## config.mk

```make
export PLATFORM = sky130hd
export DESIGN_NAME = mep_front
export DESIGN_NICKNAME = d
export VERILOG_FILES = /design/src/rtl/mep_pkg.sv /design/src/rtl/mep_front.sv
export SDC_FILE = /design/constraint.sdc
export NUM_CORES = 2
export LEC_CHECK = 0
export ABC_AREA = 1
export BUFFER_PORTS_ARGS = -buffer_cell sky130_fd_sc_hd__buf_2
export CORE_UTILIZATION = 45
export CTS_CLUSTER_SIZE = 28
export DETAILED_ROUTE_END_ITERATION = 6
export PLACE_DENSITY = 0.66
export SETUP_SLACK_MARGIN = 0.1
export SYNTH_ARGS = -nofsm -noshare
export SYNTH_HDL_FRONTEND = slang
export SYNTH_SLANG_ARGS = --single-unit
```

## constraint.sdc

```tcl
create_clock -name clk -period 8.3 [get_ports clk]
set_input_delay 0 -clock clk [delete_from_list [all_inputs] [get_ports clk]]
set_output_delay 0 -clock clk [all_outputs]
set_load 0.01 [all_outputs]
```

## src/rtl/mep_pkg.sv

```systemverilog
`timescale 1ns / 1ps

package mep_pkg;

  localparam int COORD_W   = 32;
  localparam int STEP_W    = 31;
  localparam int PIX_W     = 12;
  localparam int CNT_W     = 16;
  localparam int WIDE_W    = 45;
  localparam int PROD_W    = PIX_W + STEP_W;
  localparam int SQ_W      = 2 * COORD_W;
  localparam int Q_FRAC    = 28;
  localparam int ESC_BIT   = 58;
  localparam int CFG_IDX_W = 3;
  localparam int QUEUE_DEPTH = 2;
  localparam int QPTR_W    = $clog2(QUEUE_DEPTH);
  localparam int QCNT_W    = $clog2(QUEUE_DEPTH + 1);

  localparam logic [CFG_IDX_W-1:0] CFG_X_ORIGIN = 3'd0;
  localparam logic [CFG_IDX_W-1:0] CFG_Y_ORIGIN = 3'd1;
  localparam logic [CFG_IDX_W-1:0] CFG_X_STEP   = 3'd2;
  localparam logic [CFG_IDX_W-1:0] CFG_Y_STEP   = 3'd3;
  localparam logic [CFG_IDX_W-1:0] CFG_MAX_ITER = 3'd4;

  localparam logic [COORD_W-1:0] X_ORIGIN_RST = 32'hD800_0000;
  localparam logic [COORD_W-1:0] Y_ORIGIN_RST = 32'hE000_0000;
  localparam logic [STEP_W-1:0]  STEP_RST     = 31'd262144;
  localparam logic [CNT_W-1:0]   MAX_ITER_RST = 16'd200;

  localparam logic [23:0] INSIDE_RGB = {8'd16, 8'd16, 8'd16};

  typedef struct packed {
    logic [COORD_W-1:0] x_origin;
    logic [COORD_W-1:0] y_origin;
    logic [STEP_W-1:0]  x_step;
    logic [STEP_W-1:0]  y_step;
  } cfg_t;

  typedef struct packed {
    logic [COORD_W-1:0] cx;
    logic [COORD_W-1:0] cy;
  } coord_t;

  // clamp a two's complement value to the signed 32-bit range
  function automatic logic [COORD_W-1:0] sat32(input logic [WIDE_W-1:0] v);
    logic [COORD_W-1:0] res;
    if ((&v[WIDE_W-1:COORD_W-1]) || !(|v[WIDE_W-1:COORD_W-1])) begin
      res = v[COORD_W-1:0];
    end else if (v[WIDE_W-1]) begin
      res = 32'h8000_0000;
    end else begin
      res = 32'h7FFF_FFFF;
    end
    return res;
  endfunction

  // {red, green, blue}
  function automatic logic [23:0] gradient(input logic [3:0] idx);
    logic [23:0] rgb;
    unique case (idx)
      4'd0:  rgb = {8'd66,  8'd30,  8'd15};
      4'd1:  rgb = {8'd25,  8'd7,   8'd26};
      4'd2:  rgb = {8'd9,   8'd1,   8'd47};
      4'd3:  rgb = {8'd4,   8'd4,   8'd73};
      4'd4:  rgb = {8'd0,   8'd7,   8'd100};
      4'd5:  rgb = {8'd12,  8'd44,  8'd138};
      4'd6:  rgb = {8'd24,  8'd82,  8'd177};
      4'd7:  rgb = {8'd57,  8'd125, 8'd209};
      4'd8:  rgb = {8'd134, 8'd181, 8'd229};
      4'd9:  rgb = {8'd211, 8'd236, 8'd248};
      4'd10: rgb = {8'd241, 8'd233, 8'd191};
      4'd11: rgb = {8'd248, 8'd201, 8'd95};
      4'd12: rgb = {8'd255, 8'd170, 8'd0};
      4'd13: rgb = {8'd204, 8'd128, 8'd0};
      4'd14: rgb = {8'd153, 8'd87,  8'd0};
      4'd15: rgb = {8'd106, 8'd52,  8'd3};
    endcase
    return rgb;
  endfunction

endpackage

```

## src/rtl/mep_front.sv

```systemverilog
`timescale 1ns / 1ps

module mep_front (
  input  logic                          clk,
  input  logic                          rst_n,
  input  mep_pkg::cfg_t                 cfg,
  input  logic                          in_tvalid,
  output logic                          in_tready,
  input  logic [2*mep_pkg::PIX_W-1:0]   in_tdata,
  input  logic                          q_full,
  output logic                          q_push,
  output mep_pkg::coord_t               q_wdata
);

  logic                           v1_r;
  logic                           v2_r;
  logic [mep_pkg::PROD_W-1:0]     prod_x_r;
  logic [mep_pkg::PROD_W-1:0]     prod_y_r;
  logic [mep_pkg::COORD_W-1:0]    cx_r;
  logic [mep_pkg::COORD_W-1:0]    cy_r;
  logic                           adv2;
  logic [mep_pkg::WIDE_W-1:0]     cx_wide;
  logic [mep_pkg::WIDE_W-1:0]     cy_wide;
  logic [mep_pkg::COORD_W:0]      cy_ext;
  logic [mep_pkg::COORD_W:0]      acy;
  logic [mep_pkg::COORD_W+1:0]    acy_x2;
  logic                           snap;

  assign adv2      = !v2_r || !q_full;
  assign in_tready = !v1_r || adv2;
  assign q_push    = v2_r && !q_full;

  assign cx_wide = {{(mep_pkg::WIDE_W-mep_pkg::COORD_W){cfg.x_origin[mep_pkg::COORD_W-1]}},
                    cfg.x_origin}
                 + {{(mep_pkg::WIDE_W-mep_pkg::PROD_W){1'b0}}, prod_x_r};
  assign cy_wide = {{(mep_pkg::WIDE_W-mep_pkg::COORD_W){cfg.y_origin[mep_pkg::COORD_W-1]}},
                    cfg.y_origin}
                 + {{(mep_pkg::WIDE_W-mep_pkg::PROD_W){1'b0}}, prod_y_r};

  // imaginary part snaps to zero within half a step of the axis
  assign cy_ext = {cy_r[mep_pkg::COORD_W-1], cy_r};
  assign acy    = cy_r[mep_pkg::COORD_W-1] ? (~cy_ext + 1'b1) : cy_ext;
  assign acy_x2 = {acy, 1'b0};
  assign snap   = acy_x2 < {3'b000, cfg.y_step};

  assign q_wdata.cx = cx_r;
  assign q_wdata.cy = snap ? '0 : cy_r;

  always_ff @(posedge clk) begin
    if (!rst_n) begin
      v1_r <= 1'b0;
      v2_r <= 1'b0;
    end else begin
      if (in_tready) v1_r <= in_tvalid;
      if (adv2)      v2_r <= v1_r;
    end
  end

  always_ff @(posedge clk) begin
    if (in_tready) begin
      prod_x_r <= mep_pkg::PROD_W'(in_tdata[mep_pkg::PIX_W-1:0])
                * mep_pkg::PROD_W'(cfg.x_step);
      prod_y_r <= mep_pkg::PROD_W'(in_tdata[2*mep_pkg::PIX_W-1:mep_pkg::PIX_W])
                * mep_pkg::PROD_W'(cfg.y_step);
    end
    if (adv2) begin
      cx_r <= mep_pkg::sat32(cx_wide);
      cy_r <= mep_pkg::sat32(cy_wide);
    end
  end

endmodule

```

==> flow_summary.yaml <==
clock_network:
  cts_setup_buffers: 0
  cts.repair.resized: 0
  clock_sinks: 152
  cts_tree: "yes"
  clockBufferDepth: 2
  hold_buffers: 5
  root_buffer: "clkbuf_16"
  clock_latency_ns: 0.47
  cts.clk_slew.worst_paths_ns: 0.06
  h-tree-depth: 4
  cts-buffers-inserted: 17
grt:
  grt_use_met1: 0.333
  grt.busiest_layer: "met2"
  grt.overflow.total: 0
  grt_max_degree: 66
  grt_pass1_wl_um: 179000
  antenna_found_initial: 13
  gr-usage-met3: 0.0326
  track_usage: 0.266
  use_met2: 0.477
  grt_pass1_vias: 33800
synthesis:
  synth.distinct_cells: 45
  syn_inst: 5338
  yosys_register_bits: 152
  synth.avg_cell_area_um2: 7.11
  yosys_warnings: 0
  synth_nets: 6355
  syn_area_um2: 37900
  ys_seq_area_frac: 0.120
sta:
  tightest_slew_ns: 1.09
  maxSlewViolCount: 0
  min_period_ns: 5.77
  hold_viol: 0
  rsz0062_at_grt: "no"
  timing.final.crit_share: 0.695
  worst_slack_ns: 2.53
  fin_skew_ns: 0.0244
  setup_viol: 0
  fmax_ghz: 0.173
  tns_ns: 0
  slew_headroom: 0.272
routing:
  drt-total-wl_um: 110000
  drc_errors: 1
  wl_per_cell_um: 16.8
  ant_nets: 0
  drtIter0Drc: 2439
  drt_pass1_iterations: 7
  vias: 33100
  viasPerCell: 5.07
worst_setup_path:
  critical_path_buf_inv_count: 4
  path_delay_family: "adder cells"
  cp-start-kind: "input port"
  cpMaxStageDelayCell: "buf_2"
  arrival_ns: 5.96
  crit_type: "input port to flip-flop"
  critPathMaxFanout: 31
  cp_cell_sequence: "buf_2, nand2_1, fa_1, fa_1, fa_1, inv_1, fa_1, inv_1, fa_1, inv_1, ha_1, nand2_1, nor2_1, nand4_1, o211ai_1, a21boi_0, o21ai_1, nand2_1, nand2_1, nand3_1, nand3_1, nand2_1"
  cp-end-kind: "flip-flop"
  cp_data_required_time_ns: 8.49
  critPathMaxStageDelay_ns: 0.61
floorplanning:
  start_util: 0.454
  chipHeight_um: 292
  io_pins: 220
  die-width_um: 292
  die_area_um2: 85500
  core-area_um2: 83600
  rows: 106
place:
  io_buffer_count: 219
  gp_congestion: 0.995
  pre_cts_ws_ns: 2.17
  dp_hpwl_um: 91100
run_status:
  violations: "design-rule violations"
  run_status: "finished with violations"
layout:
  areaGrowthSynthToFinish_pct: 6.50
  drive_gt1_frac: 0.0518
  fin_nets: 6449
  fin_util: 0.484
min_path:
  hold_path_class: "input port to flip-flop"
run:
  drv_cap: 0
[cells by family after synthesis]
family / count (synthesis) / share of synthesized area
AOI/OAI and AO/OA: 355 / 0.0524
xor gates and xnor gates: 162 / 0.0374
adders and majority gates: 863 / 0.400
buffers and inverters: 1531 / 0.154
DFF: 152 / 0.120
and+or+nand+nor: 2275 / 0.237
[layer usage]
layer,vias to the layer above,routed length [um]
met5,-,76
met4,12,3130
met3,178,6990
met2,1072,55000
met1,16000,44800
li1,15900,-
[state kept, by name, indices dropped and copies added (netlist names)]
name / flops
v2_r: 1
v1_r: 1
cx_r: 32
cy_r: 32
prod_x_r: 43
prod_y_r: 43
[placed cells by master, fill, tap and decap left out, drive strengths merged, types with 11 or more instances in the layout]
| cell | instances |
|---|---|
| nor3 | 25 |
| nand4 | 24 |
| a21oi | 177 |
| clkbuf | 19 |
| xor2 | 106 |
| edfxtp | 150 |
| nor4 | 11 |
| buf | 222 |
| nand3 | 113 |
| nor2 | 300 |
| nand3b | 15 |
| inv | 1378 |
| fa | 582 |
| a31oi | 37 |
| o21bai | 16 |
| o21a | 12 |
| xnor2 | 56 |
| o21ai | 81 |
| nand2 | 1767 |
| ha | 281 |
[worst min-delay path, cell delays in order]
cell,delay [ns]
buf_2,0.19
nand2_1,0.10
inv_1,0.05
[Yosys cell counts (all sizes together)]
master,number,area [um^2]
a211oi,4,30.0
a21boi,5,37.5
a21o,1,7.51
a21oi,177,886
a221oi,4,35.0
a311oi,2,17.5
a31oi,37,231
and2,4,25.0
and3,7,43.8
buf,15,139
clkbuf,137,514
clkinv,1,3.75
dfxtp,2,40.0
edfxtp,150,4500
fa,582,11700
ha,281,3520
inv,1378,5170
nand2,1767,6660
nand3,113,586
nand3b,15,116
nand4,24,150
nor2,300,1160
nor3,25,125
nor3b,2,25.0
nor4,11,68.8
o2111ai,3,26.3
o211ai,6,45.0
o21a,12,90.1
o21ai,81,405
o21bai,16,120
o221ai,4,35.0
o31ai,3,22.5
or2,6,37.5
or4,1,7.51
xnor2,56,490
xor2,106,928
[cell type report]
cell class                 count  area, um^2
sequential                   152        4540
tap                         1080        1350
clock inverter                11         133
inverter                    1379        5180
clock buffer                  19         433
fill                        8480       43100
antenna                        7        17.5
timing repair buffer         227        1170
multi-input combinational   3655       27600
[metrics by stage]
step,cell area (um^2),hold slack [ns],instances
finish,40400,0.0525,6530
global route,40400,0.0562,6529
CTS,40400,0.0236,6523
detailed placement,39800,0.244,6488
global placement,39800,0.235,6488
floorplan,37900,0.0475,5338
[final timing paths]
kind	startpoint	end	slack (ns)	depth (start not counted)
worst min-delay path	cfg[31]	prod_x_r[0]$_DFFE_PP_	0.05	3
worst min register to register	v1_r$_SDFFE_PN0P_	v2_r$_SDFFE_PN0P_	0.49	2
worst max-delay path	in_tdata[16]	prod_y_r[34]$_DFFE_PP_	2.53	22
worst max register to register	prod_x_r[29]$_DFFE_PP_	cx_r[4]$_DFFE_PP_	4.82	15
Power is not shown: default switching activity piles up to over one toggle a cycle in this logic, so the estimate is an artifact.
