===== src/rtl/mep_pkg.sv =====
`timescale 1ns / 1ps

package mep_pkg;

  localparam int COORD_W   = 32;
  localparam int STEP_W    = 31;
  localparam int PIX_W     = 12;
  localparam int CNT_W     = 16;
  localparam int WIDE_W    = 45;
  localparam int PROD_W    = PIX_W + STEP_W;
  localparam int SQ_W      = 2 * COORD_W;
  localparam int Q_FRAC    = 28;
  localparam int ESC_BIT   = 58;
  localparam int CFG_IDX_W = 3;
  localparam int QUEUE_DEPTH = 2;
  localparam int QPTR_W    = $clog2(QUEUE_DEPTH);
  localparam int QCNT_W    = $clog2(QUEUE_DEPTH + 1);

  localparam logic [CFG_IDX_W-1:0] CFG_X_ORIGIN = 3'd0;
  localparam logic [CFG_IDX_W-1:0] CFG_Y_ORIGIN = 3'd1;
  localparam logic [CFG_IDX_W-1:0] CFG_X_STEP   = 3'd2;
  localparam logic [CFG_IDX_W-1:0] CFG_Y_STEP   = 3'd3;
  localparam logic [CFG_IDX_W-1:0] CFG_MAX_ITER = 3'd4;

  localparam logic [COORD_W-1:0] X_ORIGIN_RST = 32'hD800_0000;
  localparam logic [COORD_W-1:0] Y_ORIGIN_RST = 32'hE000_0000;
  localparam logic [STEP_W-1:0]  STEP_RST     = 31'd262144;
  localparam logic [CNT_W-1:0]   MAX_ITER_RST = 16'd200;

  localparam logic [23:0] INSIDE_RGB = {8'd16, 8'd16, 8'd16};

  typedef struct packed {
    logic [COORD_W-1:0] x_origin;
    logic [COORD_W-1:0] y_origin;
    logic [STEP_W-1:0]  x_step;
    logic [STEP_W-1:0]  y_step;
  } cfg_t;

  typedef struct packed {
    logic [COORD_W-1:0] cx;
    logic [COORD_W-1:0] cy;
  } coord_t;

  // clamp a two's complement value to the signed 32-bit range
  function automatic logic [COORD_W-1:0] sat32(input logic [WIDE_W-1:0] v);
    logic [COORD_W-1:0] res;
    if ((&v[WIDE_W-1:COORD_W-1]) || !(|v[WIDE_W-1:COORD_W-1])) begin
      res = v[COORD_W-1:0];
    end else if (v[WIDE_W-1]) begin
      res = 32'h8000_0000;
    end else begin
      res = 32'h7FFF_FFFF;
    end
    return res;
  endfunction

  // {red, green, blue}
  function automatic logic [23:0] gradient(input logic [3:0] idx);
    logic [23:0] rgb;
    unique case (idx)
      4'd0:  rgb = {8'd66,  8'd30,  8'd15};
      4'd1:  rgb = {8'd25,  8'd7,   8'd26};
      4'd2:  rgb = {8'd9,   8'd1,   8'd47};
      4'd3:  rgb = {8'd4,   8'd4,   8'd73};
      4'd4:  rgb = {8'd0,   8'd7,   8'd100};
      4'd5:  rgb = {8'd12,  8'd44,  8'd138};
      4'd6:  rgb = {8'd24,  8'd82,  8'd177};
      4'd7:  rgb = {8'd57,  8'd125, 8'd209};
      4'd8:  rgb = {8'd134, 8'd181, 8'd229};
      4'd9:  rgb = {8'd211, 8'd236, 8'd248};
      4'd10: rgb = {8'd241, 8'd233, 8'd191};
      4'd11: rgb = {8'd248, 8'd201, 8'd95};
      4'd12: rgb = {8'd255, 8'd170, 8'd0};
      4'd13: rgb = {8'd204, 8'd128, 8'd0};
      4'd14: rgb = {8'd153, 8'd87,  8'd0};
      4'd15: rgb = {8'd106, 8'd52,  8'd3};
    endcase
    return rgb;
  endfunction

endpackage


===== src/rtl/mep_fifo.sv =====
`timescale 1ns / 1ps

module mep_fifo (
  input  logic            clk,
  input  logic            rst_n,
  input  logic            push,
  input  mep_pkg::coord_t wdata,
  output logic            full,
  input  logic            pop,
  output logic            rvalid,
  output mep_pkg::coord_t rdata
);

  mep_pkg::coord_t                 entry_r [mep_pkg::QUEUE_DEPTH];
  logic [mep_pkg::QPTR_W-1:0]      wr_ptr_r;
  logic [mep_pkg::QPTR_W-1:0]      rd_ptr_r;
  logic [mep_pkg::QCNT_W-1:0]      fill_r;
  logic [mep_pkg::QCNT_W-1:0]      fill_nxt;

  assign full   = fill_r == mep_pkg::QCNT_W'(mep_pkg::QUEUE_DEPTH);
  assign rvalid = fill_r != '0;
  assign rdata  = entry_r[rd_ptr_r];

  always_comb begin
    fill_nxt = fill_r;
    if (push && !pop) fill_nxt = fill_r + 1'b1;
    else if (!push && pop) fill_nxt = fill_r - 1'b1;
  end

  always_ff @(posedge clk) begin
    if (!rst_n) begin
      wr_ptr_r <= '0;
      rd_ptr_r <= '0;
      fill_r   <= '0;
    end else begin
      fill_r <= fill_nxt;
      if (push) wr_ptr_r <= wr_ptr_r + 1'b1;
      if (pop)  rd_ptr_r <= rd_ptr_r + 1'b1;
    end
  end

  always_ff @(posedge clk) begin
    if (push) entry_r[wr_ptr_r] <= wdata;
  end

endmodule


===== config.mk =====
export PLATFORM = sky130hd
export DESIGN_NAME = mep_fifo
export DESIGN_NICKNAME = d
export VERILOG_FILES = /design/src/rtl/mep_pkg.sv /design/src/rtl/mep_fifo.sv
export SDC_FILE = /design/constraint.sdc
export NUM_CORES = 1
export LEC_CHECK = 0
export BUFFER_PORTS_ARGS = -buffer_cell sky130_fd_sc_hd__buf_2
export CORE_ASPECT_RATIO = 1.25
export CORE_MARGIN = 3
export CORE_UTILIZATION = 50
export CTS_CLUSTER_DIAMETER = 40
export CTS_CLUSTER_SIZE = 16
export DETAILED_ROUTE_END_ITERATION = 6
export PLACE_DENSITY_LB_ADDON = 0.3
export SLEW_MARGIN = 20
export SYNTH_ARGS = -nofsm -noshare
export SYNTH_HDL_FRONTEND = slang
export SYNTH_SLANG_ARGS = --single-unit
export TNS_END_PERCENT = 1

===== constraint.sdc =====
create_clock -name clk -period 6.2 [get_ports clk]
set_input_delay 0 -clock clk [delete_from_list [all_inputs] [get_ports clk]]
set_output_delay 0 -clock clk [all_outputs]
set_load 0.005 [all_outputs]

==> impl_metrics.py, run 1 <==
metrics = {
    "synthesis": {
        "syn-cell-area_um2": 4860,
        "yosysUniqueCellTypes": 17,
        "synth_enable_flop_cells": 128,
        "yosys.cell_count.top_type": "sky130_fd_sc_hd__edfxtp_1",
        "synthesis.nets": 290,
        "postSynthCellCount": 221,
        "postSynthAreaPerCell_um2": 22.0,
        "synth_sequential_area_ratio_pct": 81.1,
        "yosys.area.top_type_share_pct": 79.1,
        "synth_top_cells_by_count": "sky130_fd_sc_hd__edfxtp_1 (128), sky130_fd_sc_hd__mux2_2 (64), sky130_fd_sc_hd__buf_6 (6)",
        "cell_type_with_the_largest_total_area_after_synthesis": "sky130_fd_sc_hd__edfxtp_1",
        "netlist_top_cells_area": "sky130_fd_sc_hd__edfxtp_1 (79%), sky130_fd_sc_hd__mux2_2 (15%), sky130_fd_sc_hd__dfxtp_1 (2.1%)",
        "synth-async-reset-ratio_pct": 0,
        "synth_top_flop_cell": "sky130_fd_sc_hd__edfxtp_1",
        "synth_warn": 0,
        "register_bit_count_reported_by_yosys": 133,
    },
    "sta": {
        "final.min_clock_period_ns": 2.32,
        "grt_setup_unrepaired": "no",
        "worst-slew-pin-transition_ns": 0.864,
        "post-route-period-util_pct": 37.4,
        "setup-tns-final_ns": 0,
        "slew_violations": 0,
        "max_slew_margin_pct": 42.4,
        "setup_viol": 0,
        "timing.fmax_ghz": 0.432,
        "final-hold-violation-count": 0,
        "fin_worst_skew_ns": 0.00959,
    },
    "worst_hold_path": {
        "hold_depth": 4,
        "holdCritPathClass": "in -> reg",
    },
    "clock_tree": {
        "postCtsSetupRepairBufs": 0,
        "clock_latency_ns": 0.40,
        "tritoncts": "yes",
        "maximum_number_of_buffers_from_clock_root_to_sink": 2,
        "cts_made_buffers": 17,
        "cts_htree_levels": 4,
        "path_clk_slew_ns": 0.05,
        "cts_root_buf": "sky130_fd_sc_hd__clkbuf_16",
        "cts_sinks": 133,
    },
    "die": {
        "die_outline_height_um": 116,
        "fp.dieW_um": 94.2,
        "dieArea_um2": 10900,
        "count_of_boundary_i_o_pins": 134,
        "placement_rows": 39,
        "start_util_pct": 52.2,
        "core_area_um2": 9320,
    },
    "power": {
        "p_clk_share_pct": 44.8,
        "combPwrFrac_pct": 9.0,
        "max-vdd-ir-drop_v": 0.000235,
        "internal_power_mw": 1.86,
        "netSwitchingPower_mw": 0.432,
        "static_leak_nw": 2.67,
        "net_sw_share_pct": 18.8,
        "power-per-cell-area_nw_per_um2": 331,
        "pwr-share-seq_pct": 46.2,
    },
    "critical_path": {
        "critPathArrivalTime_ns": 2.32,
        "critical_path_class": "reg -> out",
        "cp-end-kind": "output port",
        "worstPathRequired_ns": 6.20,
        "worst-path-max-fanout": 33,
        "rr_worst_depth": 2,
        "worstSetupStartpointType": "register",
    },
    "detailed_routing": {
        "ant_nets": 0,
        "drt_iter0_markers": 142,
        "routed_wl_um": 8860,
        "dr_total_vias": 2748,
        "wl_per_cell_um": 15.5,
        "post-route-drc-count": 0,
        "detail_route.first_pass.iterations": 4,
        "routed_via_density": 4.81,
    },
    "finish": {
        "n_diodes": 0,
        "drive_gt1_share_pct": 51.3,
        "post-route-util_pct": 74.3,
        "syn2layout_area_growth_pct": 42.4,
        "final_net_count": 505,
    },
    "grt": {
        "wire_length_of_the_first_global_routing_pass_um": 13600,
        "grt_overflow": 0,
        "maximum_number_of_pins_on_one_net_before_global_route_repair": 66,
        "grt_busiest_layer": "met2",
        "grt_use_met1_pct": 18.7,
        "met2_resource_use_gr_pct": 29.8,
        "grt.total_usage_pct": 17.2,
        "groute.layer.met3.usage_pct": 6.25,
        "first_global_vias": 2858,
        "antenna_found_initial": 0,
    },
    "placement": {
        "place.gp.congestion": 0.695,
        "port_buffers": 133,
        "dp.final_hpwl_um": 5030,
    },
    "flow_run": {
        "maxCapViolCount": 0,
    },
    "outcome": {
        "run_status": "finished clean",
    },
}
power by group through the flow:
stage          registers [mW]  clock network [mW]  logic [mW]
2_1_floorplan            1.07                   0       0.104
3_3_place_gp             1.07                   0       0.173
3_5_place_dp             1.08                   0       0.176
4_1_cts                  1.06                1.05       0.210
5_1_grt                  1.06                1.09       0.227
6_report                 1.06                1.03       0.207
cells in the final DEF, fill, tap and decap left out, types with 2 or more instances in the layout:
master and count:
sky130_fd_sc_hd__and2_1 3, sky130_fd_sc_hd__buf_2 133, sky130_fd_sc_hd__buf_4 3, sky130_fd_sc_hd__bufinv_16 5, sky130_fd_sc_hd__clkbuf_16 17, sky130_fd_sc_hd__clkinv_1 6
sky130_fd_sc_hd__clkinv_2 2, sky130_fd_sc_hd__dfxtp_1 4, sky130_fd_sc_hd__dlygate4sd3_1 67, sky130_fd_sc_hd__edfxtp_1 128, sky130_fd_sc_hd__mux2_2 64, sky130_fd_sc_hd__xor2_1 2
sequential cells by signal, indices dropped and copies added (netlist names), named ones only:
register	cells
rd_ptr_r	1
entry_r	128
wr_ptr_r	1
fill_r	2
final timing paths:
check | startpoint | to | slack [ns]
worst max-delay path | register | rdata[4] | 3.88
worst min-delay path | push | fill_r[1]$_SDFFE_PN0P_ | 0.13
worst max register to register | wr_ptr_r$_SDFFE_PN0P_ | entry_r[1][46]$_DFFE_PP_ | 4.25
worst min register to register | fill_r[1]$_SDFFE_PN0P_ | fill_r[1]$_SDFFE_PN0P_ | 0.51
per-layer routing:
layer  wire, um  vias to the layer above
met5          0                        -
met4        193                        0
met3        406                       14
met2       4890                       97
met1       3380                     1336
li1           -                     1301
logic make-up after synthesis:
| family | after synthesis | synth area share [%] |
|---|---|---|
| buffers and inverters | 8 | 1.62 |
| adder cells (fa/ha/maj) | 1 | 0.257 |
| AO/OA/AOI/OAI | 3 | 0.412 |
| AND/OR/NAND/NOR | 9 | 1.21 |
| XOR/XNOR | 3 | 0.541 |
| multiplexers | 64 | 14.8 |
| flip-flops | 133 | 81.1 |
what timing repair did:
item | 4_1_cts | 5_1_grt
endpoints found under the hold margin | 133 | 0
hold buffers | 67 | 0
resized for setup | 0 | 0
critical path, stage by stage, from the launching register on:
cell                      delay (ns)
sky130_fd_sc_hd__dfxtp_2        0.84
sky130_fd_sc_hd__buf_4          0.51
sky130_fd_sc_hd__mux2_2         0.40
sky130_fd_sc_hd__buf_2          0.13
final cells by class:
class / instances / area (um2)
clock inverters: 14 / 190
flip-flops and latches: 133 / 3950
well taps: 123 / 154
multi-input cells: 80 / 847
repair buffers: 203 / 1360
clock buffers: 17 / 425
inverters: 1 / 3.75
fillers: 570 / 2400
per-stage QoR:
step	instances	worst slack (ns)	hold WS (ns)	instance area [um2]	power, mW
6_report	571	3.88	0.132	6920	2.29
5_1_grt	571	3.74	0.167	6920	2.38
4_1_cts	571	3.81	0.120	6920	2.32
3_5_place_dp	473	4.23	0.191	5640	1.25
3_3_place_gp	473	4.24	0.189	5640	1.25
2_1_floorplan	221	2.53	0.0989	4860	1.17
(Power assumes the default switching activity.)
==> inputs of run 2 (changes only) <==
==> constraint.sdc (replaced) <==
create_clock -name clk -period 2.3 [get_ports clk]
set_input_delay 0 -clock clk [delete_from_list [all_inputs] [get_ports clk]]
set_output_delay 0 -clock clk [all_outputs]
set_load 0.005 [all_outputs]
==> run 2 against run 1 <==
Critical path depth did not move. Final cell count up 0.18%. Sequential share of layout area hardly changed. Non-clock buffer count increased by 1. Die area stayed put. Routed wire length up 1.5%. Critical path type unchanged. Critical endpoint is now rdata[32]. Largest cell class unchanged.
==> impl_metrics.py, run 2 (synthesized netlist as in run 1, its figures left out) <==
metrics = {
    "finish": {
        "post-route-util_pct": 74.3,
        "n_diodes": 0,
        "largest_register_ffs": 128,
        "post-route-cell-area_um2": 6930,
        "nFillCells": 594,
        "drive_gt1_share_pct": 52.6,
        "top_library_cells_by_usage_in_the_layout_fill_and_taps_aside": "sky130_fd_sc_hd__buf_2 (133), sky130_fd_sc_hd__edfxtp_1 (128), sky130_fd_sc_hd__dlygate4sd3_1 (67), sky130_fd_sc_hd__mux2_2 (64), sky130_fd_sc_hd__clkbuf_16 (17)",
        "largest-register": "entry_r",
        "syn2layout_area_growth_pct": 42.5,
        "final_net_count": 506,
        "largestRegisters": "entry_r: 128 flops, fill_r: 2 flops",
        "layout_commonest_cell": "sky130_fd_sc_hd__buf_2",
        "final_cells": 572,
    },
    "clock_tree": {
        "cts_htree_levels": 4,
        "clock_latency_ns": 0.40,
        "postCtsSetupRepairBufs": 0,
        "cts_sinks": 133,
        "cts_made_buffers": 17,
        "path_clk_slew_ns": 0.05,
        "tritoncts": "yes",
        "cts_root_buf": "sky130_fd_sc_hd__clkbuf_16",
        "maximum_number_of_buffers_from_clock_root_to_sink": 2,
    },
    "sta": {
        "setup-tns-final_ns": 0,
        "final-hold-violation-count": 0,
        "fin_hold_ws_ns": 0.112,
        "setup_viol": 0,
        "slew_violations": 0,
        "post-route-period-util_pct": 69.6,
        "worst-slew-pin-transition_ns": 0.550,
        "final.min_clock_period_ns": 1.60,
        "fin_worst_skew_ns": 0.00333,
        "grt_setup_unrepaired": "no",
        "final.setup.worst_slack_ns": 0.700,
        "timing.fmax_ghz": 0.625,
        "max_slew_margin_pct": 63.3,
    },
    "critical_path": {
        "cp-end-kind": "output port",
        "critPathArrivalTime_ns": 1.60,
        "worst-path-max-fanout": 64,
        "worstSetupStartpointType": "register",
        "worstPathRequired_ns": 2.30,
        "rr_worst_depth": 4,
        "critical_path_class": "reg -> out",
    },
    "grt": {
        "maximum_number_of_pins_on_one_net_before_global_route_repair": 65,
        "wire_length_of_the_first_global_routing_pass_um": 14000,
        "antenna_found_initial": 0,
        "grt.total_usage_pct": 17.3,
        "grt_overflow": 0,
        "first_global_vias": 2977,
    },
    "detailed_routing": {
        "detail_route.first_pass.iterations": 4,
        "routed_wl_um": 9000,
        "dr_total_vias": 2740,
        "wl_per_cell_um": 15.7,
        "routed_via_density": 4.79,
        "ant_nets": 0,
        "drt_iter0_markers": 139,
        "post-route-drc-count": 0,
    },
    "placement": {
        "dp_cells": 474,
        "dp.final_hpwl_um": 5190,
        "post_dp_cell_area_um2": 5670,
        "place.gp.congestion": 0.710,
        "dp_worst_setup_slack_ns": 0.989,
        "port_buffers": 133,
    },
    "die": {
        "fp.dieW_um": 94.2,
        "die_outline_height_um": 116,
        "core_area_um2": 9320,
        "start_util_pct": 52.2,
        "placement_rows": 39,
        "count_of_boundary_i_o_pins": 134,
        "dieArea_um2": 10900,
    },
    "power": {
        "static_leak_nw": 2.66,
        "max-vdd-ir-drop_v": 0.000682,
        "power-per-cell-area_nw_per_um2": 871,
        "total_power_mw": 6.03,
    },
    "flow_run": {
        "maxCapViolCount": 0,
    },
    "worst_hold_path": {
        "holdCritPathClass": "in -> reg",
        "hold_depth": 4,
    },
    "outcome": {
        "run_status": "finished clean",
    },
}
==> run 2: cell types whose count changed in the layout (fill, tap and decap cells not counted) <==
cell / change
sky130_fd_sc_hd__buf_12: +2
sky130_fd_sc_hd__buf_4: -1
sky130_fd_sc_hd__clkinvlp_4: +2
sky130_fd_sc_hd__clkinv_2: +2
sky130_fd_sc_hd__bufinv_16: -2
sky130_fd_sc_hd__clkinv_1: -5
sky130_fd_sc_hd__clkinv_4: +3
==> run 2: power by group <==
part	internal (mW)	switching (mW)	total, mW
sequential	2.80	0.0322	2.83
combinational	0.339	0.247	0.586
clock	1.69	0.929	2.62
total	4.83	1.21	6.03
==> run 2: timing repair <==
item,in CTS,in global routing
endpoints found under the hold margin,133,0
hold buffers,67,0
gates resized for setup,0,0
==> run 2: layout make-up <==
cell class                      count  area [um2]  share of cell area [%]
Timing Repair Buffer              204        1390                    20.1
Clock buffer                       17         425                    6.14
Clock inverter                     14         163                    2.35
Inverter                            1        3.75                  0.0542
Sequential cell                   133        3950                    56.9
Multi-Input combinational cell     80         847                    12.2
Tap cell                          123         154                    2.22
==> run 2: final timing paths <==
kind	from	to	slack, ns
setup / recovery	register	rdata[32]	0.70
setup reg to reg	wr_ptr_r$_SDFFE_PN0P_	wr_ptr_r$_SDFFE_PN0P_	0.77
hold / removal	push	fill_r[1]$_SDFFE_PN0P_	0.11
hold reg to reg	fill_r[1]$_SDFFE_PN0P_	fill_r[1]$_SDFFE_PN0P_	0.51
==> run 2: critical path, stage by stage, from the launching register on <==
cell and delay, ns:
sky130_fd_sc_hd__dfxtp_2 0.34, sky130_fd_sc_hd__buf_12 0.30, sky130_fd_sc_hd__mux2_2 0.39, sky130_fd_sc_hd__buf_2 0.13
==> run 2: per-layer routing <==
metal / share of wire [%] / up-vias / global-route usage [%]
met5: 0 / - / 0
met4: 2.1 / 0 / 8.48
met3: 5.4 / 15 / 4.96
met2: 55 / 95 / 30.9
met1: 38 / 1323 / 18.7
li1: - / 1307 / -
